===== config.mk =====
export PLATFORM = sky130hd
export DESIGN_NAME = fc_front
export DESIGN_NICKNAME = d
export VERILOG_FILES = /design/src/fully_connected_layer_engine_macros.svh /design/src/fc_pkg.sv /design/src/fc_front.sv
export SDC_FILE = /design/constraint.sdc
export NUM_CORES = 1
export LEC_CHECK = 0
export ABC_AREA = 1
export BUFFER_PORTS_ARGS = -buffer_cell sky130_fd_sc_hd__buf_2
export CAP_MARGIN = 25
export CORE_AREA = 2 2 42 44
export DETAILED_ROUTE_END_ITERATION = 16
export DIE_AREA = 0 0 44 46
export PLACE_DENSITY = 0.82
export SLEW_MARGIN = 15
export SYNTH_ARGS = -nofsm -noshare
export SYNTH_HDL_FRONTEND = slang
export SYNTH_SLANG_ARGS = --single-unit

===== constraint.sdc =====
create_clock -name vclk -period 1.55
set_input_delay 0.31 -clock vclk [all_inputs]
set_output_delay 0.31 -clock vclk [all_outputs]
set_load 0.01 [all_outputs]

===== src/fully_connected_layer_engine_macros.svh =====
// Assertion macros shared by the engine's modules.
`ifndef FULLY_CONNECTED_LAYER_ENGINE_MACROS_SVH
`define FULLY_CONNECTED_LAYER_ENGINE_MACROS_SVH

// Same-cycle implication on clk_i, muted while rst_ni is low.
`define FC_ASSERT_IMPL(lbl, ante, cons, msg) \
  lbl: assert property (@(posedge clk_i) disable iff (!rst_ni) (ante) |-> (cons)) \
    else $error(msg);

// Next-cycle implication on clk_i, muted while rst_ni is low.
`define FC_ASSERT_NEXT(lbl, ante, cons, msg) \
  lbl: assert property (@(posedge clk_i) disable iff (!rst_ni) (ante) |=> (cons)) \
    else $error(msg);

`endif


===== src/fc_pkg.sv =====
// Shared types and constants of the fully connected layer engine.
package fc_pkg;

  localparam int LANES = 16;

  localparam logic [1:0] FUNC_WLOAD = 2'd0;
  localparam logic [1:0] FUNC_BLOAD = 2'd1;
  localparam logic [1:0] FUNC_FWD   = 2'd2;
  localparam logic [1:0] FUNC_BWD   = 2'd3;

  localparam logic [1:0] REG_GRAD_MUTE = 2'd0;
  localparam logic [1:0] REG_IN_USED   = 2'd1;
  localparam logic [1:0] REG_OUT_USED  = 2'd2;

  typedef enum logic [2:0] {
    OP_NONE,
    OP_WLOAD,
    OP_BLOAD,
    OP_FWD,
    OP_BWD
  } op_e;

  typedef enum logic [1:0] {
    ST_IDLE,
    ST_MAC,
    ST_EMIT_RD,
    ST_EMIT_WR
  } st_e;

  typedef struct packed {
    op_e                op;
    logic [3:0]         row;
    logic [3:0]         col;
    logic signed [15:0] value;
    logic               last;
    logic               active;
  } cmd_t;

  // Clamped counts and mode bit; the user must keep them stable while the block is busy, the block does not enforce it.
  typedef struct packed {
    logic       first;
    logic [4:0] ni;
    logic [4:0] no;
  } cfg_t;

endpackage


===== src/fc_front.sv =====
// Front end: decode an input beat into a command for the queue.
module fc_front import fc_pkg::*; #(
  parameter int MAX_IN  = 16,
  parameter int MAX_OUT = 16
) (
  input  logic [1:0]  func_i,
  input  logic [23:0] data_i,
  input  logic        last_i,
  input  cfg_t        cfg_i,
  output cmd_t        cmd_o
);

  logic [3:0] row, col;
  logic       in_rng_row, in_rng_col, act;

  assign row = data_i[3:0];
  assign col = data_i[7:4];
  assign in_rng_row = 7'(row) < 7'(MAX_IN);
  assign in_rng_col = 7'(col) < 7'(MAX_OUT);

  always_comb begin
    cmd_o.row    = row;
    cmd_o.col    = col;
    cmd_o.value  = signed'(data_i[23:8]);
    cmd_o.last   = last_i;
    cmd_o.active = 1'b0;
    cmd_o.op     = OP_NONE;
    act          = 1'b0;
    case (func_i)
      FUNC_WLOAD: begin
        if (in_rng_row && in_rng_col) cmd_o.op = OP_WLOAD;
      end
      FUNC_BLOAD: begin
        if (in_rng_col) cmd_o.op = OP_BLOAD;
      end
      FUNC_FWD: begin
        act = 5'(row) < cfg_i.ni;
        cmd_o.active = act;
        if (act || last_i) cmd_o.op = OP_FWD;
      end
      default: begin
        act = 5'(col) < cfg_i.no;
        cmd_o.active = act;
        if (act || last_i) cmd_o.op = OP_BWD;
      end
    endcase
  end

endmodule


==> metrics.md <==
| Metric | Value |
|---|---|
| Worst-margin pin slew | `177.9 ps` |
| Clock buffers | `0` |
| Overflow after GRT | `0` |
| Worst Hold Slack | `620.0 ps` |
| Cell with the most instances after synthesis | `buf_4` |
| Cells after synthesis | `77` |
| Critical path required time | `1240 ps` |
| CTS Hold Bufs | `0` |
| Critical Path Most Common Cell | `nand2_1` |
| Crit path launch type | `input pin` |
| Post-synth net total | `121` |
| Die Area | `between 2000 and 2500 sq um` |
| Post CTS Setup Buffer Count | `0` |
| Largest net degree at the start of global routing | `5` |
| TNS Setup | `0 ps` |
| CP Capture Type | `output pin` |
| PD cells | `268.9 nW/um^2` |
| Fill count | `roughly 190` |
| Global-route wire length before repair | `1393 um` |
| FMAX | `650.6 MHz` |
| Port Buf Inserts | `34` |
| Vias in the first global route | `390` |
| I/O pin cnt | `67` |
| Layout cells sized above 1 | `63.95%` |
| Drt drc | `0` |
| Design area | `575.6 sq um` |
| Largest family of logic cells by synthesized area | `buffers and inverters` |
| Post-DR vias/cell | `4.282` |
| Cell area after synthesis | `451.7 sq um` |
| Status | `complete, no violations` |
| Std-Cell Rows | `15` |
| Post-synthesis mux area share | `0%` |
| Yosys warnings | `0` |
| Synth Area per Inst | `5.866 sq um` |
| First drt pass iteration count | `2` |
| Slowest stage delay, CP | `approximately 260 ps` |
| Simple-gate share of the synthesized area | `25.76%` |
| CP Max Fanout | `2` |
| Syn-to-layout area delta | `27.42%` |
| Crit path cell chain | `buf_2, ha_4, nand2_1, inv_1, nand3_2, nand3_2, nand2_1, nand2_2, nand2_1, buf_2` |
| Largest cells by area after synthesis | `buf_4, ha_1, inv_1, nand2_1, nand4_1` |
| Final nets | `132` |
| Die X-Extent | `44 um` |
| Setup CP Type | `input pin to output pin` |
| Maxcap violations | `0` |
| Synth Area in XOR/XNOR | `0%` |
| Fin crit share | `99.17%` |
| Area taken by multi-input logic gates | `282.8 sq um` |
| Post-synthesis compound-gate area fraction | `between 1 and 1.5%` |
| GRT Util Overall | `8.429%` |
| Crit path arrival time | `1230 ps` |
| Adder-cell area share of the yosys netlist | `16.62%` |
| Slew Limit Headroom | `88.09%` |
| Final setup fails | `0` |
| Slew Limit Fails | `0` |
| Register Area | `0 sq um` |
| RSZ-0062 raised after global routing | `yes` |
| Share of the synthesized area in the top cell type | `41.55%` |
| Register area share after synthesis | `0%` |
| Initial antenna violation count | `0` |
| Initial Util | `27.98%` |
| Starting DRT DRC Count | `3` |
| Seq Cell Count | `0` |
| Cells after DPL | `103` |
| Routed wire length | `924 um` |
| Setup slack after layout | `12.91 ps` |
| Via count | `441` |
| Worst ir drop on vdd | `0.09146 mV` |
| Critical-path top delay cell | `ha_4` |
| Hold Fails Final Rpt | `0` |
| Commonest cells post-synth | `buf_4, inv_1, nand2_1, ha_1, nand4_1` |
| DPL Wire Length | `764.5 um` |
| Leak Pwr | `0.3607 nW` |
| Fin cells | `103` |
| Pre-CTS setup slack | `-96.69 ps` |
| Placed Area | `between 400 and 500 sq um` |
| Count of cell types in the netlist | `10` |
| Chip Height | `46 um` |
| N_diodes | `0` |
| Wire length per cell | `roughly 9.0 um` |
| Final min period | `roughly 1500 ps` |
| Core Footprint | `1614 sq um` |
| Final Wtd Congestion | `about 0.58` |
| Hold Crit Class | `input pin to output pin` |
| Detail Route Antenna Nets | `0` |
| Largest area contributor in the netlist | `buf_4` |
[per-layer routing]
layer | part of all wire, % | GRT usage, % | vias up | routed length [um]
li1 | - | - | 221 | -
met1 | 36 | 8.605 | 195 | 331
met2 | 52 | 18.24 | 23 | 485
met3 | 11 | 0.7937 | 2 | 100
met4 | 0.65 | 1.212 | 0 | 6
met5 | 0 | 0 | - | 0
[placed cells by master (no fill, tap or decap), drive strengths merged]
cell type  count
buf           34
ha             6
or2            1
nand3          2
inv           18
nand4          3
nand2         18
nor2           3
o21ai          1
[power breakdown]
| group | total, W | leakage [nW] | switching, W | internal (W) |
|---|---|---|---|---|
| combinational | 0.000155 | 0.361 | 0.0000766 | 0.0000781 |
| clock | 0 | 0 | 0 | 0 |
| sequential | 0 | 0 | 0 | 0 |
| total | 0.000155 | 0.361 | 0.0000766 | 0.0000781 |
[stage by stage]
stage,utilization [%],total power (W)
4_1_cts,32.40,0.0001371
3_5_place_dp,28.22,0.0001162
6_report,35.66,0.0001547
3_3_place_gp,28.22,0.0001123
2_1_floorplan,-,0.0001162
5_1_grt,35.66,0.0001742
[worst paths after layout]
check | cells after the start | startpoint | end | slack, ps
max | 10 | data_i[2] | cmd_o[27] | 10
min | 0 | data_i[18] | cmd_o[12] | 620
[critical path: cells and delay by family]
family	cells	cell delay [ps]
buffers and inverters	3	300
and+or+nand+nor	6	360
adders and majority gates	1	260
[repair_timing]
item | in CTS | in global routing
resized for setup | 12 | 16
setup endpoints to repair | 4 | 4
pin swaps | 8 | 15
[cell families after synthesis]
kind of cell    Yosys count
compound gates            1
fa+ha+maj                 6
buf+inv                  43
simple gates             27
[layout make-up]
class | instances | area share [%]
multi-input cells | 34 | 49.13
repair buffers | 34 | 35.00
inverters | 18 | 12.17
well taps | 17 | 3.696
No activity file was read; power rests on OpenSTA's default activity.
