$ cat src/fully_connected_layer_engine_macros.svh
// Assertion macros shared by the engine's modules.
`ifndef FULLY_CONNECTED_LAYER_ENGINE_MACROS_SVH
`define FULLY_CONNECTED_LAYER_ENGINE_MACROS_SVH

// Same-cycle implication on clk_i, muted while rst_ni is low.
`define FC_ASSERT_IMPL(lbl, ante, cons, msg) \
  lbl: assert property (@(posedge clk_i) disable iff (!rst_ni) (ante) |-> (cons)) \
    else $error(msg);

// Next-cycle implication on clk_i, muted while rst_ni is low.
`define FC_ASSERT_NEXT(lbl, ante, cons, msg) \
  lbl: assert property (@(posedge clk_i) disable iff (!rst_ni) (ante) |=> (cons)) \
    else $error(msg);

`endif

$ cat src/fc_pkg.sv
// Shared types and constants of the fully connected layer engine.
package fc_pkg;

  localparam int LANES = 16;

  localparam logic [1:0] FUNC_WLOAD = 2'd0;
  localparam logic [1:0] FUNC_BLOAD = 2'd1;
  localparam logic [1:0] FUNC_FWD   = 2'd2;
  localparam logic [1:0] FUNC_BWD   = 2'd3;

  localparam logic [1:0] REG_GRAD_MUTE = 2'd0;
  localparam logic [1:0] REG_IN_USED   = 2'd1;
  localparam logic [1:0] REG_OUT_USED  = 2'd2;

  typedef enum logic [2:0] {
    OP_NONE,
    OP_WLOAD,
    OP_BLOAD,
    OP_FWD,
    OP_BWD
  } op_e;

  typedef enum logic [1:0] {
    ST_IDLE,
    ST_MAC,
    ST_EMIT_RD,
    ST_EMIT_WR
  } st_e;

  typedef struct packed {
    op_e                op;
    logic [3:0]         row;
    logic [3:0]         col;
    logic signed [15:0] value;
    logic               last;
    logic               active;
  } cmd_t;

  // Clamped counts and mode bit; the user must keep them stable while the block is busy, the block does not enforce it.
  typedef struct packed {
    logic       first;
    logic [4:0] ni;
    logic [4:0] no;
  } cfg_t;

endpackage

$ cat src/fc_queue.sv
// Two-entry command queue between front and back.
module fc_queue import fc_pkg::*; (
  input  logic clk_i,
  input  logic rst_ni,
  input  logic push_i,
  input  cmd_t data_i,
  output logic full_o,
  input  logic pop_i,
  output logic valid_o,
  output cmd_t data_o
);

  cmd_t       mem_q [2];
  logic       wptr_q, wptr_d, rptr_q, rptr_d;
  logic [1:0] cnt_q, cnt_d;

  assign full_o  = cnt_q == 2'd2;
  assign valid_o = cnt_q != 2'd0;
  assign data_o  = mem_q[rptr_q];

  always_comb begin
    wptr_d = wptr_q ^ push_i;
    rptr_d = rptr_q ^ pop_i;
    cnt_d  = cnt_q + 2'(push_i) - 2'(pop_i);
  end

  always_ff @(posedge clk_i) begin
    if (push_i) mem_q[wptr_q] <= data_i;
  end

  always_ff @(posedge clk_i or negedge rst_ni) begin
    if (!rst_ni) begin
      wptr_q <= 1'b0;
      rptr_q <= 1'b0;
      cnt_q  <= 2'd0;
    end else begin
      wptr_q <= wptr_d;
      rptr_q <= rptr_d;
      cnt_q  <= cnt_d;
    end
  end

endmodule

$ cat config.mk
export PLATFORM = sky130hd
export DESIGN_NAME = fc_queue
export DESIGN_NICKNAME = d
export VERILOG_FILES = /design/src/fully_connected_layer_engine_macros.svh /design/src/fc_pkg.sv /design/src/fc_queue.sv
export SDC_FILE = /design/constraint.sdc
export NUM_CORES = 1
export LEC_CHECK = 0
export BUFFER_PORTS_ARGS = -buffer_cell sky130_fd_sc_hd__buf_4
export CAP_MARGIN = 5
export CORE_MARGIN = 5
export CORE_UTILIZATION = 50
export DETAILED_ROUTE_END_ITERATION = 6
export PLACE_DENSITY = 0.87
export SKIP_CTS_REPAIR_TIMING = 1
export SLEW_MARGIN = 10
export SYNTH_ARGS = -nofsm -noshare
export SYNTH_HDL_FRONTEND = slang
export SYNTH_SLANG_ARGS = --single-unit
export TNS_END_PERCENT = 1
$ cat constraint.sdc
create_clock -name clk_i -period 3.31 [get_ports clk_i]
set_input_delay 0 -clock clk_i [delete_from_list [all_inputs] [get_ports clk_i]]
set_output_delay 0 -clock clk_i [all_outputs]
set_load 0.02 [all_outputs]
==> results of run 1 <==
-- cell usage after synthesis --
master	count
inv_1	4
or2_2	1
xor3_1	1
dfrtp_1	4
nor2b_1	1
buf_6	3
mux2_4	29
edfxtp_1	58
ha_1	4
xor2_1	1
-- cells by family (layout without fill, tap and decap cells) --
group                      count (synthesis)  after routing  synth area share, %
DFF                                       62             62                 76.1
adders and majority gates                  4              4                 2.07
and+or+nand+nor                            2              2                0.517
xor gates and xnor gates                   2              2                 1.34
muxes                                     29             29                 18.0
buffers and inverters                      7            116                 2.02
-- layer usage --
metal / part of all wire (%) / global-route usage (%) / routed length, µm / vias to the layer above
met5: 0 / 0 / 0 / -
met4: 1.6 / 7.22 / 72 / 0
met3: 6.2 / 5.30 / 277 / 7
met2: 54 / 23.9 / 2400 / 43
met1: 38 / 14.7 / 1720 / 582
li1: - / - / - / 615
-- flip-flops by register name, summed over array words and instances (netlist names) --
| name | flops |
|---|---|
| wptr_q | 1 |
| cnt_q | 2 |
| mem_q | 58 |
| rptr_q | 1 |
-- power groups by stage --
stage	Clock (W)	Sequential, W	Combinational, W
after global placement	0	0.00120	0.000950
after floorplan	0	0.00110	0.000737
after global routing	0.000730	0.00121	0.00105
after CTS	0.000688	0.00119	0.000978
final	0.000674	0.00119	0.000997
after detailed placement	0	0.00121	0.000972
-- placed cells by master (no fill, tap or decap), drive strengths merged --
cell,instances
buf,65
edfxtp,58
dlygate4sd3,32
mux2,29
clkbuf,10
inv,4
ha,4
dfrtp,4
clkinv,3
bufinv,2
xor3,1
or2,1
xor2,1
nor2b,1
-- final timing paths --
| check | start | end | slack [ns] | cells past startpoint |
|---|---|---|---|---|
| worst max-delay path | rptr_q | data_o[24] | 1.47 | 2 |
| worst min-delay path | rst_ni | cnt_q[1] | 0.007 | 2 |
| worst max register to register | rptr_q | rptr_q | 2.01 | 1 |
| worst min register to register | wptr_q | wptr_q | 0.63 | 3 |
| max in group asynchronous | rst_ni | rptr_q | 3.19 | 2 |
| min in group clk_i | data_i[19] | mem_q[0][19] | 0.40 | 2 |
-- final cells by class --
| class | count | area (µm²) | area share [%] |
|---|---|---|---|
| Sequential cell | 62 | 1840 | 52.9 |
| Clock buffer | 10 | 128 | 3.66 |
| Inverter | 4 | 15.0 | 0.431 |
| Multi-Input combinational cell | 37 | 531 | 15.2 |
| Clock inverter | 5 | 75.1 | 2.16 |
| Timing Repair Buffer | 97 | 808 | 23.2 |
| Tap cell | 67 | 83.8 | 2.41 |
-- through the flow --
stage | hold WS, ns | instances | utilization (%)
3_3_place_gp | -0.204 | 235 | 62.7
4_1_cts | -0.557 | 250 | 67.0
5_1_grt | 0.0125 | 282 | 73.7
6_report | 0.00671 | 282 | 73.7
2_1_floorplan | -0.296 | 106 | -
3_5_place_dp | -0.204 | 235 | 62.7
==> results.cfg, run 1 <==
[outcome]
run_status = complete, no violations

[floorplanning]
coreArea_um2 = 4720
die_y_um = 79.6
die_x_um = 79.6
start_util_pct = 51.3
ios = 64
row_count = 25
dieArea_um2 = 6330

[timing]
setup_viol = 0
post-route-period-util_pct = 55.7
finalHoldViolCount = 0
relSlewSlack_pct = 37.8
finalCriticalPeriod_ns = 1.84
tightest_slew_ns = 0.934
setup_ws_ns = 1.47
rsz0062_at_grt = no
slew_viol_final = 0
timing.setup.tns_ns = 0
clock_skew_ns = 0.00461
fmaxAchievable_mhz = 542

[cells_and_area]
antenna_cells = 0
drive_gt1_share_pct = 51.2
fin_nets = 248
fin_area_um2 = 3480
area_delta_synth_final_pct = 43.9
n_fill_cell = 283

[route]
routedWlPerCell_um = 15.9
routed_wl_um = 4470
dr.pass1.iters = 4
first_iter_violations = 105
viasPerCell = 4.42
vias = 1247
ant_nets = 0
drc = 0

[worst_setup_path]
crit_family = flip-flops
crit_path_start_kind = flop
max_stage_delay_ns = 0.97
end_kind = primary output
crit_arrival_ns = 1.84
path_cells = mux2_4 > buf_4
cp_max_fo = 30
slowest_stage = dfrtp_2
crit_buf_inv = 1
path_class = flop to primary output
required_ns = 3.31

[power_and_ir_drop]
clockPowerShare_pct = 23.6
p_leak_nw = 1.46
p_per_area_nw_per_um2 = 822
switching_share_pct = 29.4
intPower_w = 0.00202
finalPower_w = 0.00286
p_comb_share_pct = 34.9
vdd_drop_max_mv = 0.397
net-switching-power_w = 0.000843
sequentialPowerShare_pct = 41.6

[grt]
track_usage_pct = 13.9
antenna_found_initial = 0
grt_pass1_wl_um = 6270
grt-ovfl-total = 0
first_global_vias = 1277
grt_max_degree = 31

[cts]
cts_made_buffers = 9
clk_pin_slew_ns = 0.06
cts_tree = built
cts_max_level = 3
cts.sinks = 62
cts_root_buf = clkbuf_8
clk_latency_ns = 0.32
cts.path.max_buffers = 2

[yosys]
syn_inst = 106
synth.area.top_cells = edfxtp_1 (72%), mux2_4 (18%), dfrtp_1 (4.1%)
synth.distinct_cells = 10
yosys_register_bits = 62
synth_top_area_share_pct = 71.9
synth.yosys.seq_area_share_pct = 76.1
synth_top_area_cell = edfxtp_1
ys_warn_count = 0
synth_nets = 143
synth_area_per_cell_um2 = 22.8
syn_area_um2 = 2420

[placement]
io_buffers = 63
place_area_um2 = 2960
dp_hpwl_um = 2890
dp_slack_ns = 1.80
place_congestion = 0.678

[job]
drv_cap = 0

[worst_hold_path]
hold_class = input port to async pin
No activity file was read; power rests on OpenSTA's default activity.
==> run 2, diff against run 1 <==
ABC_AREA = 1   (was not set)
CORE_UTILIZATION = 46   (was 50)
PLACE_DENSITY = 0.85   (was 0.87)
clock period = 1.67 ns   (was 3.31 ns; I/O delays follow)
==> run 2 against run 1 <==
Net effect:
- power up 97%
- core utilization is 4.9 points lower
- first-iteration DRC count fell by 37%
- non-clock buffer count up 5
- final cell count up 27%
- synthesized area is 2.5% lower
- worst setup slack worse by 1.2 ns
- routed wire length increased by 7.4%
- clock-buffer cell count fell by 1
==> results.cfg, run 2 <==
[outcome]
run_status = complete, no violations

[grt]
grt_pass1_wl_um = 7060
track_usage_pct = 14.7
antenna_found_initial = 0
grt-ovfl-total = 0
grt_max_degree = 29
first_global_vias = 1598

[placement]
dp_hpwl_um = 3180
io_buffers = 63
dp_slack_ns = 0.426
place_congestion = 0.724

[cells_and_area]
top_regs = mem_q x58, cnt_q x2
final_common_cell = buf_4
n_fill_cell = 365
drive_gt1_share_pct = 29.6
area_delta_synth_final_pct = 47.1
antenna_cells = 0
largest_reg_flops = 58
seq_area_um2 = 1840
fin_nets = 319
multi_input_area_um2 = 344
fin_util_pct = 68.8
final_cell_mix = buf_4 (69), edfxtp_1 (58), inv_1 (36), nand2_1 (35), dlygate4sd3_1 (33)
regMostFlops = mem_q

[power_and_ir_drop]
finalPower_w = 0.00564
switching_share_pct = 34.1
p_comb_share_pct = 36.8
net-switching-power_w = 0.00192
p_per_area_nw_per_um2 = 1620
vdd_drop_max_mv = 0.905
p_leak_nw = 1.51
sequentialPowerShare_pct = 38.6
clockPowerShare_pct = 24.7
intPower_w = 0.00372

[yosys]
synth_top_area_cell = edfxtp_1
synth_area_per_cell_um2 = 13.5
yosys_register_bits = 62
synth_nets = 212
ys_warn_count = 0
synth.most_common_cell = edfxtp_1
synthFlopType = edfxtp_1
synth.distinct_cells = 13
asyncSetResetFlopFracSynth_pct = 6.45
synth.top_cells.by_count = edfxtp_1 (58), inv_1 (36), nand2_1 (35)
syn_area_um2 = 2360
synth_top_area_share_pct = 73.8
synth-edff-count = 58
syn_inst = 175
synth.yosys.seq_area_share_pct = 78.0
synth.area.top_cells = edfxtp_1 (74%), inv_1 (5.7%), nand2_1 (5.6%)

[timing]
finalHoldViolCount = 0
clock_skew_ns = 0.00548
timing.setup.tns_ns = 0
setup_ws_ns = 0.235
rsz0062_at_grt = no
tightest_slew_ns = 0.300
setup_viol = 0
holdWs_ns = 0.00694
slew_viol_final = 0
relSlewSlack_pct = 80.0
finalCriticalPeriod_ns = 1.43
fmaxAchievable_mhz = 697
post-route-period-util_pct = 85.9

[route]
routed_wl_um = 4800
first_iter_violations = 66
viasPerCell = 4.42
drc = 0
vias = 1578
dr.pass1.iters = 4
routedWlPerCell_um = 13.4
ant_nets = 0

[cts]
clk_pin_slew_ns = 0.07
cts_max_level = 3
cts_tree = built
cts_made_buffers = 9
cts.path.max_buffers = 2
clk_latency_ns = 0.32
cts_root_buf = clkbuf_8
cts.sinks = 62

[worst_setup_path]
path_class = flop to primary output
cp_max_fo = 28
slowest_stage = dfrtp_2
end_kind = primary output
reg2reg_slack_ns = 0.43
required_ns = 1.67
crit_arrival_ns = 1.43
crit_top_cell = buf_4
path_cells = buf_4 > o21ai_0 > buf_4
reg2reg_from = wptr_q
max_stage_delay_ns = 0.44
r2r-end = mem_q[0][12]
crit_path_start_kind = flop
r2r_cells = 3

[floorplanning]
ios = 64
row_count = 26
coreArea_um2 = 5040
die_y_um = 81.6
die_x_um = 81.6
start_util_pct = 46.8
dieArea_um2 = 6660

[worst_hold_path]
hold_class = input port to async pin

[job]
drv_cap = 0
run 2: changes by cell type in the layout (fill, tap and decap cells not counted), moves of 2 or more:
cell / delta
nand2_1: +35
inv_1: +32
mux2_4: -29
o21ai_0: +19
o21ai_1: +10
buf_4: +4
clkinvlp_4: +2
run 2: area by class of cell:
cell class | instances | share of cell area (%)
well taps | 70 | 2.52
flip-flops and latches | 62 | 53.1
inverters | 36 | 3.89
clock buffers | 9 | 3.57
clock inverters | 7 | 2.56
repair buffers | 102 | 24.4
multi-input cells | 71 | 9.91
run 2: worst max path at each step:
stage              endpoint  slack (ns)   start  depth (start not counted)
3_5_place_dp   mem_q[0][18]        0.43  wptr_q                          3
3_3_place_gp   mem_q[0][25]        0.47  wptr_q                          3
5_1_grt           data_o[7]        0.13  rptr_q                          3
4_1_cts           data_o[7]        0.23  rptr_q                          3
6_report          data_o[7]        0.24  rptr_q                          3
2_1_floorplan   mem_q[0][0]        0.11  wptr_q                          2
run 2: kinds of logic (layout without fill, tap and decap cells):
| kind of cell | count (synthesis) | after routing | synth area share, % |
|---|---|---|---|
| DFF | 62 | 62 | 78.0 |
| buffers and inverters | 42 | 154 | 7.37 |
| and+or+nand+nor | 37 | 37 | 5.94 |
| AOI/OAI and AO/OA | 29 | 29 | 6.15 |
| adders and majority gates | 4 | 4 | 2.12 |
| xor gates and xnor gates | 1 | 1 | 0.371 |
run 2: per-stage QoR:
stage / std cells / instance area, µm²
after floorplan: 175 / 2360
after global placement: 308 / 2930
after detailed placement: 308 / 2930
after CTS: 324 / 3140
after global routing: 357 / 3470
final: 357 / 3470
run 2: power by group through the flow:
stage                     sequential, W  clock, W  combinational, W
after global placement          0.00219         0           0.00198
after CTS                       0.00218   0.00142           0.00205
final                           0.00217   0.00139           0.00207
after floorplan                 0.00218         0           0.00121
after global routing            0.00221   0.00149           0.00226
after detailed placement        0.00221         0           0.00204
run 2: critical path, delay by kind of cell (launching register included):
kind | cells | cell delay (ns)
DFF | 1 | 0.44
buffers and inverters | 2 | 0.42
AOI/OAI and AO/OA | 1 | 0.26
run 2: layer usage:
metal / wire [µm] / part of all wire (%) / global-route usage, %
met3: 178 / 3.7 / 4.39
met5: 0 / 0 / 0
met4: 56 / 1.2 / 7.31
met1: 1870 / 39 / 15.2
met2: 2700 / 56 / 26.7
==> run 3, diff against run 2 <==
SETUP_SLACK_MARGIN = 0.4   (was not set)
==> run 3 against run 2 <==
Net effect:
- clock-buffer cell count grew 2
- worst setup slack better by 0.12 ns
- critical path depth unchanged
- via count fell by 0.82%
- register-to-register slack about the same
- core utilization is 0.35 points higher
- non-clock buffer count stayed put
- final cell count is the same
- power is 1.6% lower
- hold slack better by 0.39 ns
- sequential power barely moved
- critical path type unchanged
- critical endpoint is now data_o[8]
- largest cell class unchanged
- highest routed layer unchanged
==> results.cfg, run 3 (synthesis gave the netlist of run 2 again) <==
[outcome]
run_status = complete, no violations

[cts]
cts_max_level = 3
cts_made_buffers = 9
cts_tree = built
cts_root_buf = clkbuf_8
cts.sinks = 62
clk_latency_ns = 0.32
clk_pin_slew_ns = 0.06
cts.path.max_buffers = 2

[worst_setup_path]
crit_path_start_kind = flop
cp_max_fo = 34
crit_arrival_ns = 1.32
end_kind = primary output
required_ns = 1.67
r2r-end = mem_q[1][23]
path_class = flop to primary output
r2r_cells = 2
reg2reg_slack_ns = 0.44
reg2reg_from = wptr_q

[route]
routedWlPerCell_um = 12.4
first_iter_violations = 71
viasPerCell = 4.38
vias = 1565
ant_nets = 0
dr.pass1.iters = 4
drc = 0
routed_wl_um = 4440

[placement]
io_buffers = 63
place_congestion = 0.628
dp_hpwl_um = 2790

[cells_and_area]
drive_gt1_share_pct = 29.3
fin_nets = 319
area_delta_synth_final_pct = 47.8
top_regs = mem_q x58, cnt_q x2
largest_reg_flops = 58
fin_util_pct = 69.2
final_common_cell = buf_4
antenna_cells = 0
regMostFlops = mem_q
n_fill_cell = 351
final_cell_mix = buf_4 (65), edfxtp_1 (58), inv_1 (36), nand2_1 (35), dlygate4sd3_1 (34)

[timing]
post-route-period-util_pct = 79.0
tightest_slew_ns = 0.341
clock_skew_ns = 0.00293
finalCriticalPeriod_ns = 1.32
finalHoldViolCount = 0
fmaxAchievable_mhz = 758
rsz0062_at_grt = yes
setup_viol = 0
timing.setup.tns_ns = 0
relSlewSlack_pct = 77.3
slew_viol_final = 0

[job]
drv_cap = 0

[floorplanning]
dieArea_um2 = 6660
ios = 64
coreArea_um2 = 5040
start_util_pct = 46.8
row_count = 26
die_x_um = 81.6
die_y_um = 81.6

[power_and_ir_drop]
vdd_drop_max_mv = 0.872
switching_share_pct = 33.9
intPower_w = 0.00367
p_comb_share_pct = 39.3
clockPowerShare_pct = 21.6
p_leak_nw = 1.51
p_per_area_nw_per_um2 = 1590
sequentialPowerShare_pct = 39.1
net-switching-power_w = 0.00188

[grt]
grt_max_degree = 35
grt-ovfl-total = 0
track_usage_pct = 13.0
grt_pass1_wl_um = 6130
antenna_found_initial = 0
first_global_vias = 1377

[worst_hold_path]
hold_class = input port to flop
worst_hold_path.endpoint = mem_q[1][20]
hold_depth = 2
min_from = data_i[20]
run 3: cell type report:
type,instances,area [µm²],area share [%]
timing repair buffer,102,888,25.5
multi-input combinational,71,353,10.1
sequential,62,1840,52.8
inverter,36,135,3.87
clock inverter,5,50.0,1.43
clock buffer,11,131,3.77
tap,70,87.6,2.51
run 3: worst max-delay path, stage by stage (launching register included):
cell and delay, ns:
dfrtp_2 0.44, buf_12 0.17, o21ai_0 0.20, buf_4 0.18
run 3: worst max path at each step:
stage	slack (ns)	depth (start not counted)	endpoint	start
after floorplan	0.39	2	mem_q[0][0]	wptr_q
after global placement	0.44	2	mem_q[1][18]	wptr_q
after detailed placement	0.42	2	mem_q[1][25]	wptr_q
after CTS	0.28	3	data_o[4]	rptr_q
after global routing	0.26	3	data_o[8]	rptr_q
final	0.35	3	data_o[8]	rptr_q
run 3: layer usage:
metal	global-route usage (%)	vias to the layer above	routed length [µm]
met5	0	-	0
met4	8.31	0	87
met3	5.48	8	245
met2	21.0	47	2400
met1	14.0	716	1710
li1	-	794	-
run 3: power by group through the flow:
| stage | combinational [W] | sequential (W) | clock [W] |
|---|---|---|---|
| 6_report | 0.00218 | 0.00217 | 0.00120 |
| 5_1_grt | 0.00241 | 0.00220 | 0.00130 |
| 4_1_cts | 0.00205 | 0.00215 | 0.00123 |
| 3_5_place_dp | 0.00205 | 0.00219 | 0 |
| 3_3_place_gp | 0.00201 | 0.00217 | 0 |
| 2_1_floorplan | 0.00121 | 0.00217 | 0 |
run 3: through the flow:
stage / hold WS [ns] / instance area (µm²) / total power, W / worst slack (ns) / instances
after global routing: 0.381 / 3490 / 0.00591 / 0.260 / 357
after CTS: -0.557 / 3120 / 0.00544 / 0.284 / 323
final: 0.401 / 3490 / 0.00555 / 0.351 / 357
after detailed placement: -0.199 / 2940 / 0.00423 / 0.417 / 307
after floorplan: -0.296 / 2360 / 0.00338 / 0.389 / 175
after global placement: -0.201 / 2940 / 0.00418 / 0.440 / 307
